<file path="config.mk">
export PLATFORM = sky130hd
export DESIGN_NAME = keyvalue_binary_to_text_decoder_flat
export DESIGN_NICKNAME = d
export VERILOG_FILES = /design/src/design/kvbt_pkg.sv /design/src/design/kvbt_if.sv /design/src/design/kvbt_front.sv /design/src/design/kvbt_queue.sv /design/src/design/kvbt_back.sv /design/src/design/keyvalue_binary_to_text_decoder.sv /design/src/flat_wrapper.sv
export SDC_FILE = /design/constraint.sdc
export NUM_CORES = 1
export LEC_CHECK = 0
export ABC_AREA = 1
export BUFFER_PORTS_ARGS = -buffer_cell sky130_fd_sc_hd__buf_2
export CAP_MARGIN = 20
export CORE_ASPECT_RATIO = 2
export CORE_MARGIN = 1
export CORE_UTILIZATION = 46
export CTS_CLUSTER_SIZE = 10
export DETAILED_ROUTE_END_ITERATION = 8
export MAX_ROUTING_LAYER = met4
export PLACE_DENSITY = 0.69
export SLEW_MARGIN = 20
export SYNTH_ARGS = -nofsm -noshare
export SYNTH_HDL_FRONTEND = slang
export SYNTH_HIERARCHICAL = 1
export SYNTH_SLANG_ARGS = --single-unit
</file>
<file path="constraint.sdc">
create_clock -name i_clk -period 2.85 [get_ports i_clk]
set_input_delay 0.855 -clock i_clk [delete_from_list [all_inputs] [get_ports i_clk]]
set_output_delay 0.855 -clock i_clk [all_outputs]
set_load 0.02 [all_outputs]
</file>
<file path="src/design/kvbt_pkg.sv">
`default_nettype none

package kvbt_pkg;

    // decoupling queue between the byte parser and the character emitter
    localparam int KVBT_QUEUE_DEPTH = 4;
    localparam int KVBT_QIDX_W      = $clog2(KVBT_QUEUE_DEPTH);
    localparam int KVBT_QCNT_W      = $clog2(KVBT_QUEUE_DEPTH + 1);

    // blob signature
    localparam int KVBT_SIG_LEN = 4;
    localparam int KVBT_HPOS_W  = $clog2(KVBT_SIG_LEN);
    localparam logic [7:0] KVBT_SIG [KVBT_SIG_LEN] = '{8'h00, 8'h45, 8'h4D, 8'hFF};

    // separator characters
    localparam logic [7:0] KVBT_CHAR_EQ = 8'h3D;
    localparam logic [7:0] KVBT_CHAR_NL = 8'h0A;

    typedef enum logic [1:0] {
        KVBT_ST_OK    = 2'd0,
        KVBT_ST_SIG   = 2'd1,
        KVBT_ST_TRUNC = 2'd2
    } t_end_status;

    // one parsed byte: which results it causes, in emission order
    typedef struct packed {
        logic [7:0]  byte_val;
        logic        has_char;
        logic        has_eq;
        logic        has_nl;
        logic        has_end;
        t_end_status status;
    } t_kvbt_cmd;

endpackage

`default_nettype wire

</file>
<file path="src/design/kvbt_if.sv">
`default_nettype none

// blob byte channel
interface kvbt_in_if;
    logic       valid;
    logic       ready;
    logic [7:0] blob_byte;
    logic       blob_last;

    modport source (output valid, output blob_byte, output blob_last, input ready);
    modport sink   (input valid, input blob_byte, input blob_last, output ready);
endinterface

// text character channel
interface kvbt_out_if;
    logic       valid;
    logic       ready;
    logic [7:0] text_char;
    logic       char_valid;
    logic       stream_end;
    logic [1:0] end_status;

    modport source (output valid, output text_char, output char_valid,
                    output stream_end, output end_status, input ready);
    modport sink   (input valid, input text_char, input char_valid,
                    input stream_end, input end_status, output ready);
endinterface

`default_nettype wire

</file>
<file path="src/design/kvbt_front.sv">
`default_nettype none

module kvbt_front (
    input  wire logic          i_clk,
    input  wire logic          i_rst_n,
    kvbt_in_if.sink            i_blob,
    input  wire logic          i_q_ready,
    output logic               o_push,
    output kvbt_pkg::t_kvbt_cmd o_cmd
);
    import kvbt_pkg::*;

    typedef enum logic [2:0] {
        PH_HEADER,
        PH_KEYLEN,
        PH_VALLEN,
        PH_KEY,
        PH_VALUE,
        PH_DONE,
        PH_ERROR
    } t_phase;

    t_phase                 r_phase, n_phase;
    logic [KVBT_HPOS_W-1:0] r_hpos, n_hpos;
    logic [7:0]             r_key_rem, n_key_rem;
    logic [7:0]             r_val_rem, n_val_rem;
    t_kvbt_cmd              w_cmd;
    logic                   w_accept;

    // take a byte whenever the queue has room
    assign i_blob.ready = i_q_ready;
    assign w_accept     = i_blob.valid && i_q_ready;

    // classify the byte against the parser phase
    always_comb begin
        n_phase      = r_phase;
        n_hpos       = r_hpos;
        n_key_rem    = r_key_rem;
        n_val_rem    = r_val_rem;
        w_cmd        = '0;
        w_cmd.byte_val = i_blob.blob_byte;
        w_cmd.status = KVBT_ST_OK;
        case (r_phase)
            PH_HEADER: begin
                if (i_blob.blob_byte != KVBT_SIG[r_hpos]) begin
                    n_phase      = PH_ERROR;
                    w_cmd.status = KVBT_ST_SIG;
                end else if (r_hpos == KVBT_HPOS_W'(KVBT_SIG_LEN - 1)) begin
                    n_hpos       = '0;
                    n_phase      = PH_KEYLEN;
                    w_cmd.status = KVBT_ST_OK;
                end else begin
                    n_hpos       = r_hpos + KVBT_HPOS_W'(1);
                    w_cmd.status = KVBT_ST_SIG;
                end
            end
            PH_KEYLEN: begin
                if (i_blob.blob_byte == 8'd0) begin
                    n_phase      = PH_DONE;
                    w_cmd.status = KVBT_ST_OK;
                end else begin
                    n_key_rem    = i_blob.blob_byte;
                    n_phase      = PH_VALLEN;
                    w_cmd.status = KVBT_ST_TRUNC;
                end
            end
            PH_VALLEN: begin
                n_val_rem    = i_blob.blob_byte;
                n_phase      = PH_KEY;
                w_cmd.status = KVBT_ST_TRUNC;
            end
            PH_KEY: begin
                w_cmd.has_char = 1'b1;
                n_key_rem      = r_key_rem - 8'd1;
                w_cmd.status   = KVBT_ST_TRUNC;
                if (r_key_rem == 8'd1) begin
                    w_cmd.has_eq = 1'b1;
                    if (r_val_rem == 8'd0) begin
                        w_cmd.has_nl = 1'b1;
                        n_phase      = PH_KEYLEN;
                        w_cmd.status = KVBT_ST_OK;
                    end else begin
                        n_phase = PH_VALUE;
                    end
                end
            end
            PH_VALUE: begin
                w_cmd.has_char = 1'b1;
                n_val_rem      = r_val_rem - 8'd1;
                w_cmd.status   = KVBT_ST_TRUNC;
                if (r_val_rem == 8'd1) begin
                    w_cmd.has_nl = 1'b1;
                    n_phase      = PH_KEYLEN;
                    w_cmd.status = KVBT_ST_OK;
                end
            end
            PH_ERROR: begin
                w_cmd.status = KVBT_ST_SIG;
            end
            default: begin
                w_cmd.status = KVBT_ST_OK;
            end
        endcase

        // last byte closes the blob and rearms the parser
        if (i_blob.blob_last) begin
            w_cmd.has_end = 1'b1;
            n_phase       = PH_HEADER;
            n_hpos        = '0;
            n_key_rem     = 8'd0;
            n_val_rem     = 8'd0;
        end
    end

    // only bytes that cause results go into the queue
    assign o_push = w_accept &&
                    (w_cmd.has_char || w_cmd.has_eq || w_cmd.has_nl || w_cmd.has_end);
    assign o_cmd  = w_cmd;

    // parser state
    always_ff @(posedge i_clk) begin
        if (!i_rst_n) begin
            r_phase   <= PH_HEADER;
            r_hpos    <= '0;
            r_key_rem <= 8'd0;
            r_val_rem <= 8'd0;
        end else if (w_accept) begin
            r_phase   <= n_phase;
            r_hpos    <= n_hpos;
            r_key_rem <= n_key_rem;
            r_val_rem <= n_val_rem;
        end
    end

endmodule

`default_nettype wire

</file>
<file path="src/design/kvbt_queue.sv">
`default_nettype none

module kvbt_queue (
    input  wire logic                 i_clk,
    input  wire logic                 i_rst_n,
    input  wire logic                 i_push,
    input  wire kvbt_pkg::t_kvbt_cmd  i_push_cmd,
    output logic                      o_not_full,
    output logic                      o_head_valid,
    output kvbt_pkg::t_kvbt_cmd       o_head,
    input  wire logic                 i_pop
);
    import kvbt_pkg::*;

    t_kvbt_cmd              r_mem [KVBT_QUEUE_DEPTH];
    logic [KVBT_QIDX_W-1:0] r_wr_ptr, r_rd_ptr;
    logic [KVBT_QCNT_W-1:0] r_count;
    logic                   w_do_push, w_do_pop;

    assign o_not_full   = (r_count != KVBT_QCNT_W'(KVBT_QUEUE_DEPTH));
    assign o_head_valid = (r_count != '0);
    assign o_head       = r_mem[r_rd_ptr];
    assign w_do_push    = i_push && o_not_full;
    assign w_do_pop     = i_pop && o_head_valid;

    // storage
    always_ff @(posedge i_clk) begin
        if (w_do_push) begin
            r_mem[r_wr_ptr] <= i_push_cmd;
        end
    end

    // pointers and fill level
    always_ff @(posedge i_clk) begin
        if (!i_rst_n) begin
            r_wr_ptr <= '0;
            r_rd_ptr <= '0;
            r_count  <= '0;
        end else begin
            if (w_do_push) begin
                r_wr_ptr <= (r_wr_ptr == KVBT_QIDX_W'(KVBT_QUEUE_DEPTH - 1)) ?
                            '0 : r_wr_ptr + KVBT_QIDX_W'(1);
            end
            if (w_do_pop) begin
                r_rd_ptr <= (r_rd_ptr == KVBT_QIDX_W'(KVBT_QUEUE_DEPTH - 1)) ?
                            '0 : r_rd_ptr + KVBT_QIDX_W'(1);
            end
            if (w_do_push && !w_do_pop) begin
                r_count <= r_count + KVBT_QCNT_W'(1);
            end else if (!w_do_push && w_do_pop) begin
                r_count <= r_count - KVBT_QCNT_W'(1);
            end
        end
    end

endmodule

`default_nettype wire

</file>
<file path="src/design/kvbt_back.sv">
`default_nettype none

module kvbt_back (
    input  wire logic                i_clk,
    input  wire logic                i_rst_n,
    input  wire logic                i_head_valid,
    input  wire kvbt_pkg::t_kvbt_cmd i_head,
    output logic                     o_pop,
    kvbt_out_if.source               o_text
);
    import kvbt_pkg::*;

    // pending results of the current command: char, '=', newline, end
    logic [3:0]  r_pend, n_pend;
    logic [7:0]  r_char;
    t_end_status r_status;
    logic [3:0]  w_sel;
    logic [3:0]  w_left;
    logic        w_taken;

    // first pending result in emission order
    always_comb begin
        if (r_pend[3]) begin
            w_sel = 4'b1000;
        end else if (r_pend[2]) begin
            w_sel = 4'b0100;
        end else if (r_pend[1]) begin
            w_sel = 4'b0010;
        end else begin
            w_sel = {3'b000, r_pend[0]};
        end
    end

    // drop the sent result, fetch the next command once empty
    assign w_taken = o_text.valid && o_text.ready;
    assign w_left  = w_taken ? (r_pend & ~w_sel) : r_pend;
    assign o_pop   = (w_left == 4'b0000) && i_head_valid;

    always_comb begin
        if (o_pop) begin
            n_pend = {i_head.has_char, i_head.has_eq, i_head.has_nl, i_head.has_end};
        end else begin
            n_pend = w_left;
        end
    end

    always_ff @(posedge i_clk) begin
        if (!i_rst_n) begin
            r_pend <= 4'b0000;
        end else begin
            r_pend <= n_pend;
        end
    end

    always_ff @(posedge i_clk) begin
        if (o_pop) begin
            r_char   <= i_head.byte_val;
            r_status <= i_head.status;
        end
    end

    // result fields
    assign o_text.valid = (r_pend != 4'b0000);

    always_comb begin
        o_text.text_char  = 8'd0;
        o_text.char_valid = 1'b0;
        o_text.stream_end = 1'b0;
        o_text.end_status = KVBT_ST_OK;
        case (w_sel)
            4'b1000: begin
                o_text.text_char  = r_char;
                o_text.char_valid = 1'b1;
            end
            4'b0100: begin
                o_text.text_char  = KVBT_CHAR_EQ;
                o_text.char_valid = 1'b1;
            end
            4'b0010: begin
                o_text.text_char  = KVBT_CHAR_NL;
                o_text.char_valid = 1'b1;
            end
            4'b0001: begin
                o_text.stream_end = 1'b1;
                o_text.end_status = r_status;
            end
            default: begin
                o_text.text_char  = 8'd0;
            end
        endcase
    end

endmodule

`default_nettype wire

</file>
<file path="src/design/keyvalue_binary_to_text_decoder.sv">
// channel   | direction | fields                                          | handshake
// ----------+-----------+-------------------------------------------------+------------
// i_blob    | in        | blob_byte[7:0], blob_last                       | valid/ready
// o_text    | out       | text_char[7:0], char_valid, stream_end,         | valid/ready
//           |           | end_status[1:0]                                 |
//
// A blob byte is taken every cycle while the four-entry queue between the parser
// and the emitter has room; the parser decides a byte in the cycle it arrives.
// The emitter gives one result a cycle while the receiver is ready; a byte causes
// up to four results (character, '=', newline, end); output bandwidth sets rate.
// Reset is synchronous; there is no clearing pass.
// Either side may stall at any time; the queue absorbs up to four requests.
`default_nettype none

module keyvalue_binary_to_text_decoder (
    input  wire logic  i_clk,
    input  wire logic  i_rst_n,
    kvbt_in_if.sink    i_blob,
    kvbt_out_if.source o_text
);
    import kvbt_pkg::*;

    logic      w_push;
    t_kvbt_cmd w_push_cmd;
    logic      w_q_not_full;
    logic      w_q_valid;
    t_kvbt_cmd w_q_head;
    logic      w_pop;

    // byte parser
    kvbt_front u_front (
        .i_clk     (i_clk),
        .i_rst_n   (i_rst_n),
        .i_blob    (i_blob),
        .i_q_ready (w_q_not_full),
        .o_push    (w_push),
        .o_cmd     (w_push_cmd)
    );

    // request queue
    kvbt_queue u_queue (
        .i_clk        (i_clk),
        .i_rst_n      (i_rst_n),
        .i_push       (w_push),
        .i_push_cmd   (w_push_cmd),
        .o_not_full   (w_q_not_full),
        .o_head_valid (w_q_valid),
        .o_head       (w_q_head),
        .i_pop        (w_pop)
    );

    // character emitter
    kvbt_back u_back (
        .i_clk        (i_clk),
        .i_rst_n      (i_rst_n),
        .i_head_valid (w_q_valid),
        .i_head       (w_q_head),
        .o_pop        (w_pop),
        .o_text       (o_text)
    );

    // a last byte always leaves an end request queued or on the output
    a_last_queued : assert property (@(posedge i_clk) disable iff (!i_rst_n)
        (i_blob.valid && i_blob.ready && i_blob.blob_last) |=> (w_q_valid || o_text.valid))
        else $error("end request lost after last byte");

    // nothing pending straight after reset
    a_reset_clear : assert property (@(posedge i_clk)
        $past(!i_rst_n) |-> (!o_text.valid && !w_q_valid))
        else $error("results pending after reset");

    // character results carry no end marking
    a_char_no_end : assert property (@(posedge i_clk) disable iff (!i_rst_n)
        (o_text.valid && o_text.char_valid) |->
            (!o_text.stream_end && o_text.end_status == KVBT_ST_OK))
        else $error("character result marked as end");

    // the emitter only fetches when the queue holds a request
    a_pop_nonempty : assert property (@(posedge i_clk) disable iff (!i_rst_n)
        w_pop |-> w_q_valid)
        else $error("fetch from empty queue");

endmodule

`default_nettype wire

</file>
<file path="src/flat_wrapper.sv">
// flat-port wrapper written by rule: the top's interface ports become plain ports
module keyvalue_binary_to_text_decoder_flat import kvbt_pkg::*;
  (i_clk, i_rst_n, i_blob_valid, i_blob_blob_byte, i_blob_blob_last, i_blob_ready, o_text_valid, o_text_text_char, o_text_char_valid, o_text_stream_end, o_text_end_status, o_text_ready);
  kvbt_in_if i_blob_i ();
  kvbt_out_if o_text_i ();
  input  wire logic i_clk;
  input  wire logic i_rst_n;
  input wire logic [$bits(i_blob_i.valid)-1:0] i_blob_valid;
  input wire logic [$bits(i_blob_i.blob_byte)-1:0] i_blob_blob_byte;
  input wire logic [$bits(i_blob_i.blob_last)-1:0] i_blob_blob_last;
  output wire logic [$bits(i_blob_i.ready)-1:0] i_blob_ready;
  output wire logic [$bits(o_text_i.valid)-1:0] o_text_valid;
  output wire logic [$bits(o_text_i.text_char)-1:0] o_text_text_char;
  output wire logic [$bits(o_text_i.char_valid)-1:0] o_text_char_valid;
  output wire logic [$bits(o_text_i.stream_end)-1:0] o_text_stream_end;
  output wire logic [$bits(o_text_i.end_status)-1:0] o_text_end_status;
  input wire logic [$bits(o_text_i.ready)-1:0] o_text_ready;
  assign i_blob_i.valid = i_blob_valid;
  assign i_blob_i.blob_byte = i_blob_blob_byte;
  assign i_blob_i.blob_last = i_blob_blob_last;
  assign i_blob_ready = i_blob_i.ready;
  assign o_text_valid = o_text_i.valid;
  assign o_text_text_char = o_text_i.text_char;
  assign o_text_char_valid = o_text_i.char_valid;
  assign o_text_stream_end = o_text_i.stream_end;
  assign o_text_end_status = o_text_i.end_status;
  assign o_text_i.ready = o_text_ready;
  keyvalue_binary_to_text_decoder u_core (.i_clk(i_clk), .i_rst_n(i_rst_n), .i_blob(i_blob_i), .o_text(o_text_i));
endmodule
</file>
### Word level (Yosys, flattened, before mapping)

Memories as Yosys holds them, arrays and structs flattened. A register that Yosys moved wholly into a read port is not among the register bits.
Index checks and enable logic that the tools add are counted.

* bits of input ports: 13
* register bits: 42
* memories: 1
* bits in writable memories: 56
* output and inout bits: 14
* word-level logic and storage cells: 124

* equal/unequal tests: 21
* reduce and logical (&&, ||, !) cells: 30
* bitwise operators: 3
* add/sub/neg operators: 7
* magnitude comparators: 1
* mux-type cells: 51

Memory list
* u_core.u_queue.r_mem: depth 4, width 14, rd ports 1, clocked after Yosys merged registers in 1, write ports 1, line kvbt_queue.sv:15 `t_kvbt_cmd r_mem [KVBT_QUEUE_DEPTH];`

Operators by type and width (number)
* $mux W8: 5
* $pmux W8 S2: 2
* $mux W2: 15
* $mux W3: 10
* $pmux W8 S3: 1
* $bmux W8 S2: 1
* $eq A8 B1 Y1 const B: 2
* $logic_not A8 Y1: 2
* $sub A8 B1 Y8 const B: 2
* $pmux W3 S5: 1
* $mux W4: 3
* $ne A3 B3 Y1 const B: 4
* $pmux W2 S6: 1
* $mux W1: 11
* $reduce_bool A3 Y1: 3
* $logic_and A1 B1 Y1: 8
* $ne A8 B8 Y1: 1
* $add A2 B1 Y2 const B: 3
* $eq A2 B2 Y1 const B: 3
* $eq A3 B2 Y1 const B: 2
* $eq A3 B3 Y1 const B: 2
* $reduce_and A3 Y1: 2
* $reduce_bool A6 Y1: 1
* $reduce_and A5 Y1: 1
* other kinds (23): 27

### Depth between registers and ports, before layout

Gate-level depths: netlist of the first run.

* word-level depth: 13
* mapped depth: 19
* depth with buffers taken out: 18

### By module

Netlist of the first run, hierarchy kept.

Modules (own cells, without submodules)
* kvbt_queue: times used 1, area each 2585.0 um2, seq. area each 1861.8 um2, cells each 205
* kvbt_front: times used 1, area each 1770.4 um2, seq. area each 420.4 um2, cells each 286
* kvbt_back: times used 1, area each 656.9 um2, seq. area each 380.4 um2, cells each 70

### Worst setup path before layout of the first run

OpenSTA, ideal clock, no wires.

* kind: input -> register
* start point: input port o_text_ready
* end point: register u_core.u_queue.r_count[1]
* data arrival time: 2.514 ns
* path buffers: 0
* slack: 0.221 ns
* data required time: 2.734 ns
* setup time: 0.116 ns
* cell stages on the path: 12
* cell sequence: nand2_2 nand2_2 nand2_2 nor2_4 nand3_2 inv_1 nand2_1 ha_1 inv_1 fa_1 o21ai_0 nor2_1

* cells in the longest elaborated chain, start to end: 8
* elaborated cells between the ends (all ways): 10
* those cells by class: mux: 2; reduce/logical: 8

RTL lines
* from (decl): line flat_wrapper.sv:17 `input wire logic [$bits(o_text_i.ready)-1:0] o_text_ready;`
* $logic_and A1 B1 Y1 (*): line kvbt_back.sv:35 `assign w_taken = o_text.valid && o_text.ready;`
* $mux W4 (*): line kvbt_back.sv:36 `assign w_left = w_taken ? (r_pend & ~w_sel) : r_pend;`
* $logic_not A4 Y1 (*): line kvbt_back.sv:37 `assign o_pop = (w_left == 4'b0000) && i_head_valid;`
* $logic_and A1 B1 Y1 (*): line kvbt_back.sv:37
* via u_core.w_pop: line keyvalue_binary_to_text_decoder.sv:28 `logic w_pop;`
* $logic_and A1 B1 Y1 (*): line kvbt_queue.sv:24 `assign w_do_pop = i_pop && o_head_valid;`
* $logic_not A1 Y1: line kvbt_queue.sv:48 `if (w_do_push && !w_do_pop) begin`
* $logic_and A1 B1 Y1: line kvbt_queue.sv:48
* $mux W3 / $reduce_bool A2 Y1 (equally long branches)
* to (signal assigned): line kvbt_queue.sv:49 `r_count <= r_count + KVBT_QCNT_W'(1);`
* to (signal assigned): line kvbt_queue.sv:51 `r_count <= r_count - KVBT_QCNT_W'(1);`
* to (decl): line kvbt_queue.sv:17 `logic [KVBT_QCNT_W-1:0] r_count;`

Mark *: on every way through the listed nets, which the timed path passes. The rest lies on a longest branch.
A chain may end at the register's enable or synchronous reset.

### Final worst setup path of the first run

* start point: register u_core.u_queue.r_count[0]
* end point: register u_core.u_queue.r_count[2]

* cells in the longest elaborated chain, start to end: 7
* elaborated cells between the ends (all ways): 16
* those cells by class: add/sub: 2; eq/ne: 1; mux: 2; reduce/logical: 11

RTL lines
* $ne A3 B3 Y1 (*): line kvbt_queue.sv:20 `assign o_not_full = (r_count != KVBT_QCNT_W'(KVBT_QUEUE_DEPTH));`
* $logic_and A1 B1 Y1 (*): line kvbt_front.sv:32 `assign w_accept = i_blob.valid && i_q_ready;`
* $logic_and A1 B1 Y1 (*): line kvbt_front.sv:116 `assign o_push = w_accept &&`
* via u_core.w_push: line keyvalue_binary_to_text_decoder.sv:23 `logic w_push;`
* $logic_and A1 B1 Y1 (*): line kvbt_queue.sv:23 `assign w_do_push = i_push && o_not_full;`
* via u_core.u_queue.w_do_push: line kvbt_queue.sv:18 `logic w_do_push, w_do_pop;`
* $logic_not A1 Y1: line kvbt_queue.sv:50 `end else if (!w_do_push && w_do_pop) begin`
* $logic_and A1 B1 Y1: line kvbt_queue.sv:50
* $reduce_bool A2 Y1 (no source line)

Mark *: on every way through the listed nets, which the timed path passes. The rest lies on a longest branch. The select of a mux whose other input is x is not followed.

==> results of run 1 <==
[registers in the layout, indices dropped and copies added (netlist names), 3 cells and up, named ones only]
signal and count:
u_core/u_front/r_val_rem 8, u_core/u_front/r_key_rem 8, u_core/u_queue/r_mem 56, u_core/u_back/r_char 8, u_core/u_back/r_pend 4, u_core/u_queue/r_count 3, u_core/u_front/r_phase 3
[where the power goes]
part	leakage, nW	internal (W)	switching [W]
clock	0.150	0.000693	0.000490
sequential	0.888	0.00189	0.000172
combinational	1.25	0.000638	0.00132
total	2.29	0.00322	0.00198
[worst paths after layout]
path	slack [ns]	endpoint	cells after the start
worst max-delay path	0.31	u_core/u_queue/r_count[2]$_SDFFE_PN0P_	17
worst min-delay path	0.51	u_core/u_front/r_val_rem[4]$_SDFFE_PN0P_	2
worst max register to register	0.31	u_core/u_queue/r_count[2]$_SDFFE_PN0P_	17
worst min register to register	0.51	u_core/u_front/r_val_rem[4]$_SDFFE_PN0P_	2
[stage by stage]
step | util | instance area (sq um) | setup WS, ns | power (W)
final | 0.524 | 5520 | 0.308 | 0.00520
after detailed placement | 0.494 | 5210 | 0.0886 | 0.00405
after global routing | 0.524 | 5520 | 0.0820 | 0.00557
after floorplan | - | 5010 | 0.221 | 0.00355
after CTS | 0.524 | 5520 | 0.316 | 0.00524
after global placement | 0.494 | 5210 | 0.179 | 0.00398
[cell usage in the layout (no fill, tap or decap), types with 10 or more instances in the layout]
cell and count:
edfxtp_1 66, o21ai_1 11, inv_1 59, nor2_1 90, o22ai_1 14, nand2_1 81, nand2_2 12, buf_4 13
buf_2 26, a21oi_1 31, clkbuf_16 10, dfxtp_1 34, ha_1 13, nand3_1 30, o21ai_0 49
[cell type report]
type,instances,area share
Tap cell,137,0.0311
Timing Repair Buffer,39,0.0413
Sequential cell,100,0.482
Clock buffer,12,0.0503
Multi-Input combinational cell,371,0.345
Clock inverter,4,0.00544
Inverter,66,0.0449
[layer usage]
metal	GRT usage	wire length, microns
met1	0.198	3830
met5	-	0
met2	0.428	6510
met3	0.0357	408
met4	0.105	393
[cells by family after synthesis]
logic type      Yosys count  synth area share
xor+xnor                  3           0.00524
simple gates            232             0.202
compound gates          122             0.136
fa+ha+maj                14            0.0364
buf+inv                  90            0.0891
flops                   100             0.531
[synthesized netlist by cell type, drive strengths merged (7+ instances only)]
master and instances:
a21oi 33, buf 20, dfxtp 34, edfxtp 66, ha 13, inv 66, nand2 94, nand3 31
nand4 7, nor2 95, o21ai 61, o22ai 14
[critical path: cells and delay by family (launching register included)]
kind,cells,cell delay [ns]
AOI/OAI and AO/OA,1,0.10
adders and majority gates,2,0.62
buffers and inverters,6,0.55
and+or+nand+nor,8,0.78
DFF,1,0.40
==> run_results.csv, run 1 <==
group,metric,value,unit
drt,via_per_inst,5.37,
setup_path,max_stage_delay,0.46,ns
floorplan,row_count,53,
setup_path,cp_cell_sequence,"nor2_1 > nand2_1 > nand2_1 > inv_1 > o21ai_0 > inv_1 > nand2_1 > inv_1 > ha_1 > inv_1 > fa_1 > inv_1 > nand2_1 > nand3_1 > nand2_1 > inv_1 > nor2_1",
clock_network,cts-root-buf,"clkbuf_16",
timing,period_needed,2.54,ns
setup_path,end_kind,"flop",
drt,vias,3914,
place,dp_hpwl,8320,microns
clock_network,cts_tree,"built",
setup_path,slowest_stage,"fa_1",
global_route,antenna_found_initial,0,
yosys,syn_inst,561,
timing,clock_skew,0.00618,ns
pwr,power_density,942,nW/um^2
setup_path,cp.required,3.09,ns
global_route,grt_pass1_wl,18000,microns
global_route,grt_max_degree,29,
yosys,syn_area,5010,sq um
pwr,p_leak,2.29,nW
timing,fmax,393,MHz
setup_path,worstSetupStartpoint,"u_core/u_queue/r_count[0]$_SDFFE_PN0P_",
timing,max-slew-margin-rel,0.636,
clock_network,post_cts_buffers,0,
drt,first_iter_violations,323,
yosys,ys_ff_latch,100,
clock_network,numCtsBuffers,9,
yosys,ys_warn_count,6,
place,numPortBuffers,26,
place,gp_congestion,0.990,
yosys,syn-num-nets,588,
finish,multi_input_area,1900,sq um
finish,regArea,2660,sq um
floorplan,initial_core_util,0.475,
timing,rsz0062_at_grt,"false",
clock_network,hold_buffers,0,
place,dp.cells,713,
timing,fin_setup_tns,0,ns
drt,first_pass_iters,5,
clock_network,clk_pin_slew_worst_paths,0.06,ns
timing,final-setup-viol-count,0,
setup_path,cp.arrival,2.78,ns
setup_path,r2r_start,"u_core/u_queue/r_count[0]$_SDFFE_PN0P_",
finish,drive_above_1_share,0.147,
drt,wirelength,11100,microns
floorplan,coreArea,10500,sq um
status,status,"completed",
setup_path,cpMostUsedCell,"inv_1",
floorplan,dieHeight,150,microns
worst_hold_path,min-delay-start,"u_core/u_front/r_val_rem[4]$_SDFFE_PN0P_",
yosys,netlist_top_cells_area,"edfxtp_1, dfxtp_1, nor2_1, nand2_1, o21ai_0",
drt,route.detailed.drc,0,
pwr,peakVddDrop,354,uV
yosys,yosysUniqueCellTypes,42,
floorplan,die_area,11300,sq um
clock_network,clk_path_buf_depth,2,
finish,instances_no_fill,729,
clock_network,cts-htree-levels,3,
yosys,yosys.area.top_type,"edfxtp_1",
setup_path,crit_path_start_kind,"flop",
yosys,synth_top_area_frac,0.395,
global_route,overflow,0,
yosys,synth_edf_count,66,
timing,period_share,0.892,
finish,finalNetCount,614,
floorplan,dieWidth,75.8,microns
finish,n_fill_cell,944,
finish,num_antenna_cells,0,
timing,hold_viol_final,0,
global_route,first_global_vias,3885,
setup_path,crit_fanout,7,
clock_network,cts_sinks,100,
run,maxCapViolCount,0,
floorplan,pin_count,27,
yosys,avgSynthCellArea,8.93,sq um
drt,detail_route.wl_per_cell,15.3,microns
yosys,ys_async_sr_fraction,0,
worst_hold_path,holdCritPathClass,"flop to flop",
timing,worst_hold_slack,0.505,ns
timing,maxSlewViolCount,0,
setup_path,critPathKind,"flop to flop",
global_route,grtUsageTotal,0.223,
yosys,synth_ff_type,"edfxtp_1",
drt,postRouteAntennaNets,0,
clock_network,clkLatencyLatePin,0.34,ns
clock_network,cts.repair.resized,0,
yosys,ys_seq_area_frac,0.531,
timing,tightest_slew,0.544,ns
finish,syn2layout_area_growth,10.1,%
Power figures use the tool's default switching activity.
==> run 2, diff against run 1 <==
--- a/config.mk
+++ b/config.mk
@@ -18,5 +18,4 @@
 export SLEW_MARGIN = 20
 export SYNTH_ARGS = -nofsm -noshare
 export SYNTH_HDL_FRONTEND = slang
-export SYNTH_HIERARCHICAL = 1
 export SYNTH_SLANG_ARGS = --single-unit
==> run 2 against run 1 <==
Net effect: area after synthesis down 5.0%; sequential share of layout area up 1.5 points; cell area down 3.0%; routed wire length down 5.3%; non-clock buffer count down 1; count of clock-buffer cells in the layout up 1; setup slack better by 0.18 ns; fmax up 7.7%; register-to-register slack better by 0.18 ns; clock power about the same.
==> run_results.csv, run 2 <==
group,metric,value,unit
yosys,netlist_top_cells_area,"edfxtp_1, dfxtp_1, nor2_1, nand2_1, o21ai_0",
global_route,first_global_vias,3750,
drt,wl_met1,3760,microns
drt,detail_route.wl_per_cell,15.0,microns
timing,final-setup-viol-count,0,
drt,postRouteAntennaNets,0,
place,dp_hpwl,7720,microns
finish,drive_above_1_share,0.119,
global_route,grt_max_degree,30,
clock_network,cts.repair.resized,0,
timing,rsz0062_at_grt,"false",
place,gp_congestion,0.883,
setup_path,crit_path_start_kind,"flop",
floorplan,die_area,10800,sq um
floorplan,initial_core_util,0.472,
yosys,synth_top_family_by_area,"simple AND/OR/NAND/NOR gates",
clock_network,clk_path_buf_depth,2,
status,status,"completed",
yosys,yosysUniqueCellTypes,39,
clock_network,cts-root-buf,"clkbuf_16",
yosys,syn_area,4760,sq um
finish,final_cell_mix,"nor2_1, nand2_1, edfxtp_1",
finish,top_register,"u_core.u_queue.r_mem",
clock_network,hold_buffers,0,
yosys,synth-simple-area-share,0.191,
yosys,yosys.area.top_type,"edfxtp_1",
clock_network,clkLatencyLatePin,0.33,ns
floorplan,coreArea,10100,sq um
finish,stdcell_area,5360,sq um
yosys,syn-num-nets,560,
yosys,synth_compound_area_frac,0.142,
drt,wl_met2,6030,microns
yosys,synth_most_common_cell,"nor2_1",
timing,fmax,424,MHz
clock_network,clk_pin_slew_worst_paths,0.06,ns
yosys,ys_ff_latch,100,
global_route,overflow,0,
pwr,p_leak,2.16,nW
drt,first_pass_iters,4,
setup_path,end_kind,"flop",
finish,syn2layout_area_growth,12.5,%
clock_network,cts_tree,"built",
worst_hold_path,holdCritPathClass,"flop to flop",
yosys,synth_edf_count,66,
timing,fin_setup_tns,0,ns
drt,dr.max_layer_used,"met4",
drt,vias,3738,
setup_path,cp_cell_sequence,"inv_2 > nand2_1 > nor2_2 > inv_2 > nand3_1 > nand2_2 > inv_1 > ha_1 > fa_1 > a21oi_1 > o21a_1 > o21ai_0 > a21oi_1",
timing,hold_viol_final,0,
floorplan,dieHeight,146,microns
clock_network,cts_sinks,100,
setup_path,cp.arrival,2.62,ns
yosys,synth_common_cells,"nor2_1, nand2_1, edfxtp_1",
floorplan,pin_count,27,
timing,max-slew-margin-rel,0.549,
clock_network,cts-htree-levels,3,
global_route,grtUsageTotal,0.219,
setup_path,crit_fanout,12,
pwr,power_density,879,nW/um^2
run,maxCapViolCount,0,
yosys,ys_warn_count,0,
clock_network,numCtsBuffers,9,
global_route,grt_pass1_wl,17000,microns
timing,period_share,0.828,
finish,final_common_cell,"nor2_1",
yosys,synth_top_area_frac,0.416,
yosys,avgSynthCellArea,8.93,sq um
yosys,ys_seq_area_frac,0.559,
setup_path,cp.required,3.11,ns
place,placed_cell_area,5070,sq um
finish,finalNetCount,593,
clock_network,post_cts_buffers,0,
drt,via_per_inst,5.29,
place,numPortBuffers,26,
yosys,syn_inst,533,
drt,first_iter_violations,218,
finish,num_antenna_cells,0,
floorplan,dieWidth,73.9,microns
timing,period_needed,2.36,ns
setup_path,worst-r2r-setup-slack,0.49,ns
drt,dr_wl_met3,281,microns
timing,tightest_slew,0.673,ns
drt,route.detailed.drc,0,
floorplan,row_count,52,
timing,clock_skew,0.00780,ns
drt,wirelength,10600,microns
yosys,synth_mux_area_frac,0,
yosys,synth-xor-area-share,0.00368,
finish,largest_reg_flops,56,
timing,maxSlewViolCount,0,
yosys,synth-adder-area-share,0.0384,
yosys,synth_ff_type,"edfxtp_1",
global_route,antenna_found_initial,0,
pwr,peakVddDrop,446,uV
setup_path,critPathKind,"flop to flop",
yosys,ys_async_sr_fraction,0,
setup_path,slowest_stage,"fa_1",
setup_path,max_stage_delay,0.45,ns
## run 2: final timing paths
check	depth (start not counted)	endpoint	from
hold reg to reg	2	u_core.u_front.r_key_rem[4]$_SDFFE_PN0P_	u_core.u_front.r_key_rem[4]$_SDFFE_PN0P_
hold / removal	2	u_core.u_front.r_key_rem[4]$_SDFFE_PN0P_	u_core.u_front.r_key_rem[4]$_SDFFE_PN0P_
setup reg to reg	13	u_core.u_queue.r_count[2]$_SDFFE_PN0P_	u_core.u_front.r_phase[2]$_SDFFE_PN0P_
setup / recovery	13	u_core.u_queue.r_count[2]$_SDFFE_PN0P_	u_core.u_front.r_phase[2]$_SDFFE_PN0P_
## run 2: critical path, delay by kind of cell (launching register included)
kind,cells,cell delay [ns]
adder cells (fa/ha/maj),2,0.67
AO/OA/AOI/OAI,4,0.49
flip-flops,1,0.40
AND/OR/NAND/NOR,4,0.40
buffers and inverters,3,0.32
## run 2: cells by family (layout without fill, tap and decap cells)
family          count (synthesis)  in the layout
buf+inv                        76            114
simple gates                  215            215
fa+ha+maj                      14             14
flops                         100            100
xor+xnor                        2              2
compound gates                126            126
## run 2: layout make-up
type / count / area, sq um
Sequential cell: 100 / 2660
Multi-Input combinational cell: 357 / 1790
Inverter: 60 / 228
Fill cell: 923 / 4730
Timing Repair Buffer: 38 / 220
Clock buffer: 13 / 240
Clock inverter: 3 / 46.3
Tap cell: 135 / 169
## run 2: stage by stage
stage	power [W]	setup slack [ns]	instances	hold slack (ns)	utilization
global route	0.00503	0.230	706	0.529	0.531
detailed placement	0.00358	0.132	690	0.478	0.503
floorplan	0.00312	0.372	533	0.453	-
CTS	0.00476	0.486	706	0.487	0.531
finish	0.00471	0.490	706	0.490	0.531
global placement	0.00354	0.139	690	0.472	0.503
## run 2: power by group
part / leakage (nW) / internal (W) / total (W) / switching (W)
Clock: 0.134 / 0.000685 / 0.00118 / 0.000491
Combinational: 1.13 / 0.000511 / 0.00158 / 0.00107
Sequential: 0.899 / 0.00185 / 0.00196 / 0.000104
## run 2: routing by layer
layer / GRT usage / vias up
met1: 0.196 / 1751
li1: - / 1867
met3: 0.0346 / 27
met5: - / -
met4: 0.135 / 0
met2: 0.401 / 93
==> run 3, diff against run 2 <==
==> constraint.sdc (replaced) <==
create_clock -name i_clk -period 2.45 [get_ports i_clk]
set_input_delay 0.735 -clock i_clk [delete_from_list [all_inputs] [get_ports i_clk]]
set_output_delay 0.735 -clock i_clk [all_outputs]
set_load 0.02 [all_outputs]
==> run 3 against run 2 <==
Net effect: critical path depth decreased by 3; clock skew decreased by 0.0036 ns; combinational power increased by 20%; register-to-register slack got worse by 0.28 ns; setup slack got worse by 0.28 ns; final cell count increased by 0.85%.
==> run_results.csv, run 3 (same netlist as run 2, synthesis figures left out) <==
group,metric,value,unit
status,status,"completed",
finish,finalNetCount,599,
drt,first_iter_violations,231,
floorplan,pin_count,27,
global_route,first_global_vias,3668,
global_route,busiest_layer,"met2",
worst_hold_path,holdCritPathClass,"flop to flop",
setup_path,slowest_stage,"fa_1",
finish,final_cell_mix,"nor2_1, nand2_1, edfxtp_1",
clock_network,cts-htree-levels,3,
global_route,grtUsageTotal,0.216,
drt,first_pass_iters,5,
timing,period_share,0.916,
timing,final-setup-viol-count,0,
global_route,gr-usage-met3,0.0312,
global_route,grtUsageMet2,0.387,
drt,wirelength,10600,microns
timing,worst_hold_slack,0.489,ns
timing,clock_skew,0.00423,ns
global_route,overflow,0,
drt,route.detailed.drc,0,
floorplan,die_area,10800,sq um
setup_path,critPathKind,"primary input to flop",
finish,final_util,0.535,
timing,rsz0062_at_grt,"false",
timing,max-slew-margin-rel,0.534,
setup_path,cpMostUsedCell,"a21oi_1",
setup_path,end_kind,"flop",
timing,period_needed,2.24,ns
finish,top_register,"u_core.u_queue.r_mem",
place,gp_congestion,0.885,
global_route,grt_pass1_wl,16700,microns
timing,fmax,446,MHz
floorplan,row_count,52,
clock_network,numCtsBuffers,9,
setup_path,max_stage_delay,0.45,ns
clock_network,cts_sinks,100,
run,maxCapViolCount,0,
clock_network,clk_path_buf_depth,2,
setup_path,cp_cell_sequence,"buf_2 > a21boi_0 > nor3_1 > nand3_2 > ha_1 > fa_1 > a21oi_1 > o21a_1 > o21ai_0 > a21oi_1",
clock_network,cts-root-buf,"clkbuf_16",
clock_network,cts_tree,"built",
setup_path,critPathBufInv,1,
pwr,peakVddDrop,644,uV
finish,final_common_cell,"nor2_1",
place,dp.cells,695,
global_route,antenna_found_initial,0,
finish,syn2layout_area_growth,13.3,%
drt,via_per_inst,5.32,
setup_path,crit_path_start_kind,"primary input",
drt,detail_route.wl_per_cell,14.9,microns
timing,tightest_slew,0.695,ns
clock_network,clk_pin_slew_worst_paths,0.06,ns
finish,largest_reg_flops,56,
drt,vias,3791,
floorplan,coreArea,10100,sq um
timing,maxSlewViolCount,0,
place,numPortBuffers,26,
floorplan,dieHeight,146,microns
global_route,met1_usage,0.203,
floorplan,dieWidth,73.9,microns
finish,instances_no_fill,712,
setup_path,critical-path-top-delay-family,"adder cells",
pwr,power_density,1030,nW/um^2
global_route,grt_max_degree,29,
timing,hold_viol_final,0,
floorplan,initial_core_util,0.472,
pwr,p_leak,2.19,nW
drt,postRouteAntennaNets,0,
place,dp_hpwl,7640,microns
setup_path,cp.required,2.72,ns
setup_path,crit_fanout,4,
finish,num_antenna_cells,0,
clock_network,clkLatencyLatePin,0.34,ns
setup_path,cp.arrival,2.51,ns
finish,drive_above_1_share,0.128,
[run 3: layout make-up]
| cell class | count | area [sq um] |
|---|---|---|
| Clock buffer | 13 | 240 |
| Clock inverter | 3 | 40.0 |
| Fill cell | 888 | 4690 |
| Inverter | 60 | 228 |
| Multi-Input combinational cell | 357 | 1790 |
| Sequential cell | 100 | 2660 |
| Tap cell | 135 | 169 |
| Timing Repair Buffer | 44 | 265 |
[run 3: power by group]
group / total, W / leakage, nW / internal, W / switching (W)
sequential: 0.00229 / 0.899 / 0.00215 / 0.000136
clock: 0.00136 / 0.138 / 0.000790 / 0.000567
combinational: 0.00189 / 1.16 / 0.000629 / 0.00126
total: 0.00554 / 2.19 / 0.00357 / 0.00196
[run 3: final timing paths]
check | startpoint | to | slack, ns | cells past startpoint
max | o_text_ready | u_core.u_queue.r_count[2]$_SDFFE_PN0P_ | 0.21 | 10
min | u_core.u_front.r_val_rem[7]$_SDFFE_PN0P_ | u_core.u_front.r_val_rem[7]$_SDFFE_PN0P_ | 0.49 | 2
max reg2reg | u_core.u_back.r_pend[3]$_SDFF_PN0_ | u_core.u_queue.r_count[2]$_SDFFE_PN0P_ | 0.21 | 13
min reg2reg | u_core.u_front.r_val_rem[7]$_SDFFE_PN0P_ | u_core.u_front.r_val_rem[7]$_SDFFE_PN0P_ | 0.49 | 2
[run 3: timing repair]
item | 4_1_cts | 5_1_grt
hold buffers | 0 | 0
endpoints found under the setup margin | 0 | 1
buffers inserted | 0 | 1
resized for setup | 0 | 0
[run 3: worst min-delay path: stages (launching register included)]
cell and delay (ns):
dfxtp_1 0.32, nand2_1 0.06, a21oi_1 0.05
[run 3: stage by stage]
stage | setup WS [ns] | setup TNS [ns] | cell area (sq um) | total power (W)
2_1_floorplan | 0.0920 | 0 | 4760 | 0.00363
3_3_place_gp | -0.106 | -0.106 | 5110 | 0.00414
3_5_place_dp | -0.131 | -0.136 | 5110 | 0.00419
4_1_cts | 0.141 | 0 | 5390 | 0.00554
5_1_grt | 0.0104 | 0 | 5390 | 0.00586
6_report | 0.207 | 0 | 5390 | 0.00554
[run 3: per-layer routing]
| metal | up-vias | part of all wire |
|---|---|---|
| met3 | 38 | 0.029 |
| met5 | - | 0 |
| met1 | 1767 | 0.38 |
| met4 | 0 | 0.049 |
| met2 | 106 | 0.54 |
| li1 | 1880 | - |
